### config.mk
export PLATFORM = sky130hd
export DESIGN_NAME = trial_division_prime_test_top
export DESIGN_NICKNAME = d
export VERILOG_FILES = /design/src/hw/rtl/tdpt_pkg.sv /design/src/hw/rtl/tdpt_rem.sv /design/src/hw/rtl/trial_division_prime_test_top.sv
export SDC_FILE = /design/constraint.sdc
export NUM_CORES = 1
export LEC_CHECK = 0
export ABC_AREA = 1
export BUFFER_PORTS_ARGS = -buffer_cell sky130_fd_sc_hd__buf_2
export CAP_MARGIN = 15
export CORE_MARGIN = 3
export CORE_UTILIZATION = 40
export DETAILED_ROUTE_END_ITERATION = 6
export PLACE_DENSITY = 0.68
export SETUP_SLACK_MARGIN = 0.4
export SLEW_MARGIN = 15
export SYNTH_ARGS = -nofsm -noshare
export SYNTH_HDL_FRONTEND = slang
export SYNTH_SLANG_ARGS = --single-unit
### constraint.sdc
create_clock -name clk -period 3 [get_ports clk]
set_clock_uncertainty 0.1 [all_clocks]
set_input_delay 0.9 -clock clk [delete_from_list [all_inputs] [get_ports clk]]
set_output_delay 0.9 -clock clk [all_outputs]
set_load 0.01 [all_outputs]
### src/hw/rtl/tdpt_pkg.sv
// Shared types for the trial-division prime test.
package tdpt_pkg;

  typedef struct packed {
    logic busy;
    logic done;
    logic zero;
  } rem_status_t;

endpackage

### src/hw/rtl/tdpt_rem.sv
// Bit-serial restoring remainder unit, one dividend bit per cycle.
module tdpt_rem #(
  parameter int UB = 31,
  parameter int DW = 17
) (
  input  logic                  clk,
  input  logic                  rst,
  input  logic                  start,
  input  logic [UB-1:0]         value,
  input  logic [DW-1:0]         divisor,
  output tdpt_pkg::rem_status_t status
);

  localparam int CW = $clog2(UB + 1);

  logic [UB-1:0] val_sr;
  logic [DW-1:0] rem;
  logic [DW-1:0] rem_next;
  logic [CW-1:0] cnt;
  logic          busy;
  logic          done;
  logic [DW:0]   trial;
  logic [DW:0]   diff;

  always_comb begin
    trial    = {rem, val_sr[UB-1]};
    diff     = trial - {1'b0, divisor};
    rem_next = diff[DW] ? trial[DW-1:0] : diff[DW-1:0];
  end

  always_ff @(posedge clk) begin
    if (rst) begin
      busy <= 1'b0;
      done <= 1'b0;
      cnt  <= '0;
    end else begin
      done <= busy && (cnt == CW'(1));
      if (start) begin
        busy <= 1'b1;
        cnt  <= CW'(UB);
      end else if (busy) begin
        cnt <= cnt - CW'(1);
        if (cnt == CW'(1)) begin
          busy <= 1'b0;
        end
      end
    end
  end

  always_ff @(posedge clk) begin
    if (start) begin
      val_sr <= value;
      rem    <= '0;
    end else if (busy) begin
      val_sr <= {val_sr[UB-2:0], 1'b0};
      rem    <= rem_next;
    end
  end

  assign status.busy = busy;
  assign status.done = done;
  assign status.zero = (rem == '0);

endmodule

### src/hw/rtl/trial_division_prime_test_top.sv
// Top level: trial-division prime test sequencer with result register.
// Negative, zero, one, two and even candidates are decided without trial division.
// Otherwise each odd trial divisor takes one bound check, VALUE_BITS - 1 serial
// remainder steps and one completion step; worst case about 23170 trials at 32
// bits. One candidate in flight at a time.
// Reset (synchronous, active high) returns to idle and drops any pending result.
module trial_division_prime_test_top #(
  parameter int VALUE_BITS = 32
) (
  input  logic                  clk,
  input  logic                  rst,
  input  logic                  candidate_valid,
  output logic                  candidate_ready,
  input  logic signed [31:0]    candidate,
  output logic                  is_prime_valid,
  input  logic                  is_prime_ready,
  output logic                  is_prime
);

  localparam int UB = VALUE_BITS - 1;
  localparam int DW = (UB + 1) / 2 + 1;
  localparam int SW = 2 * DW;

  localparam logic [1:0] S_IDLE  = 2'd0;
  localparam logic [1:0] S_CHECK = 2'd1;
  localparam logic [1:0] S_DIV   = 2'd2;
  localparam logic [1:0] S_DONE  = 2'd3;

  logic [1:0]    state;
  logic [UB-1:0] value;
  logic [DW-1:0] d;
  logic [SW-1:0] sq;
  logic          result;
  logic          res_valid;
  logic          res_bit;
  logic          res_load;
  logic          sign;
  logic [UB-1:0] mag;
  logic          in_xfer;
  logic          rem_start;
  logic          bound_ok;
  tdpt_pkg::rem_status_t rem_st;

  assign sign            = candidate[VALUE_BITS-1];
  assign mag             = candidate[UB-1:0];
  assign candidate_ready = (state == S_IDLE);
  assign in_xfer         = candidate_valid && candidate_ready;
  assign bound_ok        = (sq <= SW'(value));
  assign rem_start       = (state == S_CHECK) && bound_ok;
  assign res_load        = (state == S_DONE) && (!res_valid || is_prime_ready);

  tdpt_rem #(
    .UB(UB),
    .DW(DW)
  ) u_rem (
    .clk    (clk),
    .rst    (rst),
    .start  (rem_start),
    .value  (value),
    .divisor(d),
    .status (rem_st)
  );

  always_ff @(posedge clk) begin
    if (rst) begin
      state     <= S_IDLE;
      res_valid <= 1'b0;
    end else begin
      if (res_load) begin
        res_valid <= 1'b1;
      end else if (is_prime_ready) begin
        res_valid <= 1'b0;
      end
      unique case (state)
        S_IDLE: begin
          if (in_xfer) begin
            value <= mag;
            d     <= DW'(3);
            sq    <= SW'(9);
            priority if (sign || (mag <= UB'(1))) begin
              result <= 1'b0;
              state  <= S_DONE;
            end else if (mag == UB'(2)) begin
              result <= 1'b1;
              state  <= S_DONE;
            end else if (!mag[0]) begin
              result <= 1'b0;
              state  <= S_DONE;
            end else begin
              state <= S_CHECK;
            end
          end
        end
        S_CHECK: begin
          if (bound_ok) begin
            state <= S_DIV;
          end else begin
            result <= 1'b1;
            state  <= S_DONE;
          end
        end
        S_DIV: begin
          if (rem_st.done) begin
            if (rem_st.zero) begin
              result <= 1'b0;
              state  <= S_DONE;
            end else begin
              d     <= d + DW'(2);
              sq    <= sq + SW'({d, 2'b00}) + SW'(4);
              state <= S_CHECK;
            end
          end
        end
        S_DONE: begin
          if (res_load) begin
            res_bit <= result;
            state   <= S_IDLE;
          end
        end
        default: state <= S_IDLE;
      endcase
    end
  end

  assign is_prime_valid = res_valid;
  assign is_prime       = res_bit;

`ifndef ASSERT_OFF
  a_busy_in_div: assert property (@(posedge clk) disable iff (rst)
    rem_st.busy |-> (state == S_DIV))
    else $error("remainder unit busy outside divide state");

  a_odd_divisor: assert property (@(posedge clk) disable iff (rst)
    (state == S_CHECK) |-> d[0])
    else $error("trial divisor is even");

  a_accept_leaves_idle: assert property (@(posedge clk) disable iff (rst)
    in_xfer |=> (state != S_IDLE))
    else $error("accepted candidate left idle");

  a_exact_div_not_prime: assert property (@(posedge clk) disable iff (rst)
    ((state == S_DIV) && rem_st.done && rem_st.zero) |=> ((state == S_DONE) && !result))
    else $error("exact division not reported as composite");

  a_start_bounded: assert property (@(posedge clk) disable iff (rst)
    rem_start |=> (rem_st.busy && (state == S_DIV)))
    else $error("remainder start not followed by busy divide");
`endif

endmodule
==> results.toml <==
[worst_setup_path]
cp-end-kind = "flop"
crit_chain = "ha_4 -> nand2_2 -> nor2_2 -> nand4_1 -> nor2_2 -> nand3_1 -> nand3_2 -> nand2_4 -> nand2_8 -> nand2_8 -> clkbuf_16"
path_buf_inv = 1
required_ns = 3.09
critPathKind = "reg -> reg"
cp.arrival_ns = 2.68
worst_path_largest_cell_delay_ns = 0.47
worstPathMaxFanout = 8
cpLargestDelayFamily = "simple AND/OR/NAND/NOR gates"
start_kind = "flop"
worst_path_max_delay_cell = "edfxtp_1"

[logic_synthesis]
async_flop_share_pct = 0
synth_area_um2 = 8970
synth_flop_cell = "edfxtp_1"
yosysUniqueCellTypes = 38
syn_nets = 1247
ys.warnings.count = 0
syn_area_per_cell_um2 = 7.97
yosys.area.top_type = "edfxtp_1"
synth-seq-cells = 138
ys_top_cells_by_area = "edfxtp_1, nand2_1, ha_1"
yosysSeqAreaShare_pct = 43.2
synth_top_area_share_pct = 37.2
synth_enable_flop_cells = 111
synthCells = 1126

[power]
ir_drop_mv = 0.462
leakagePower_nw = 5.02
total_power_mw = 11.8
cellPowerDensity_nw_per_um2 = 1050

[die]
rows = 54
die_x_um = 156
die-area_um2 = 24300
ios = 39
design.core.area_um2 = 22000
start_util_pct = 40.9
dieHeight_um = 156

[global_routing]
grt.overflow.total = 0
grt_pass1_vias = 7216
antenna_found_initial = 0
grt_pass1_wl_mm = 35.5
grt_max_degree = 48
grt_use_total_pct = 18.2
global_route.usage.met2_pct = 28.7
grt-busiest-layer = "met2"
use_met3_pct = 3.63
gr-usage-met1_pct = 25.1

[cells_and_area]
fin_nets = 1343
drive_gt1_share_pct = 19.4
fillerInstances = 1993
diodes = 0
fin_area_um2 = 11200
area_growth_pct = 25.3

[flow_run]
drv_cap = 0

[detailed_routing]
wire_per_inst_um = 15.8
vias_per_cell = 5.21
postRouteAntennaNets = 0
drt_wl_total_mm = 23.9
dr.pass1.iters = 5
vias = 7895
drc = 0
drtIter0Drc = 810

[min_path]
hold_path.class = "reg -> reg"

[cts]
cts_buffers = 17
clkTransAtPathRegs_ns = 0.07
cts_max_path_buffers = 2
cts_root_buf = "clkbuf_16"
clkLatencyLatePin_ns = 0.43
hold_buffers = 0
clkSinkCount = 138
htreeDepth = 4
cts_tree = "built"

[timing]
clock.fmax_ghz = 0.385
layout_min_cycle_time_ns = 2.59
setup-violations-final = 0
hold_violations = 0
fin_crit_sh_pct = 86.5
maxSlewViolCount = 0
slew_headroom_pct = 41.0
fin_setup_tns_ns = 0
setup_ws_ns = 0.405
rsz0062_at_grt = "true"
max_slew.worst_pin.slew_ns = 0.884

[status]
status = "complete, no violations"

[placement]
gp_congestion = 0.902
dp_hpwl_mm = 15.8
io_buffers = 38
dpl_cell_area_um2 = 9500
pre_cts_slack_ns = 0.189
## flip-flops by register name (all words and copies together) (netlist names)
name,flops
is_prime,1
state,2
u_rem.busy,1
u_rem.done,1
d,16
u_rem.rem,17
value,31
is_prime_valid,1
u_rem.cnt,5
sq,31
result,1
u_rem.val_sr,31
## cell families after synthesis
group | after synthesis | synth area share (%)
AO/OA/AOI/OAI | 174 | 10.3
adder cells (fa/ha/maj) | 85 | 12.0
XOR/XNOR | 15 | 1.46
flip-flops | 138 | 43.2
AND/OR/NAND/NOR | 553 | 25.7
buffers and inverters | 161 | 7.25
## final timing paths
kind / to / startpoint / slack (ns) / cells after the start
min: is_prime$_DFFE_PP_ / result$_DFFE_PP_ / 0.36 / 0
min reg2reg: is_prime$_DFFE_PP_ / result$_DFFE_PP_ / 0.36 / 0
max: u_rem.val_sr[27]$_DFFE_PP_ / sq[25]$_SDFFCE_PN0P_ / 0.41 / 11
max reg2reg: u_rem.val_sr[27]$_DFFE_PP_ / sq[25]$_SDFFCE_PN0P_ / 0.41 / 11
## cells in the mapped netlist (7+ instances only)
cell type and instances:
buf_2 10, o21ai_0 69, dfxtp_1 27, nand4_1 19
nor2_1 108, o21a_1 8, inv_1 139, xor2_1 12
edfxtp_1 111, nand2_1 308, clkbuf_1 7, a21oi_1 79
nand3_1 78, ha_1 83, nor3_1 21
## power breakdown
| group | total (mW) | internal, mW | switching, mW |
|---|---|---|---|
| combinational | 6.50 | 2.56 | 3.94 |
| sequential | 3.23 | 2.75 | 0.476 |
| clock | 2.10 | 1.17 | 0.927 |
## layout make-up
| class | count | area (µm²) | share of cell area, % |
|---|---|---|---|
| inverters | 139 | 529 | 4.71 |
| well taps | 280 | 350 | 3.12 |
| clock buffers | 17 | 425 | 3.78 |
| multi-input cells | 832 | 5120 | 45.5 |
| clock inverters | 15 | 154 | 1.37 |
| repair buffers | 94 | 790 | 7.02 |
| flip-flops and latches | 138 | 3870 | 34.5 |
## cells in the final DEF, fill, tap and decap left out, types with 12 or more instances in the layout
| cell | netlist | final |
|---|---|---|
| ha_1 | 83 | 52 |
| a21oi_1 | 79 | 67 |
| buf_2 | 10 | 38 |
| xor2_1 | 12 | 12 |
| nand4_1 | 19 | 19 |
| nand3_1 | 78 | 70 |
| nor2_1 | 108 | 95 |
| nand2_1 | 308 | 293 |
| edfxtp_1 | 111 | 111 |
| clkbuf_16 | 0 | 23 |
| nand2_2 | 2 | 13 |
| nor2_2 | 2 | 13 |
| buf_4 | 2 | 42 |
| nor3_1 | 21 | 18 |
| inv_1 | 139 | 128 |
| ha_4 | 0 | 28 |
| dfxtp_1 | 27 | 27 |
| o21ai_0 | 69 | 61 |
## per-stage QoR
stage / utilization (%) / instances / hold WS (ns)
floorplan: - / 1126 / 0.300
global placement: 43.3 / 1432 / 0.332
detailed placement: 43.3 / 1432 / 0.352
CTS: 46.5 / 1476 / 0.373
global route: 51.2 / 1515 / 0.363
finish: 51.2 / 1515 / 0.355
## metal layers
metal	wire [µm]	vias up
li1	-	3986
met1	11100	3638
met2	11000	228
met3	1210	43
met4	647	0
met5	0	-
## repair_timing
action | 4_1_cts | 5_1_grt
setup endpoints to repair | 78 | 98
resized for setup | 13 | 119
buffers inserted | 12 | 27
pin swaps | 4 | 39
endpoints found under the hold margin | 0 | 0
gates cloned | 0 | 12
(Power assumes the default switching activity.)
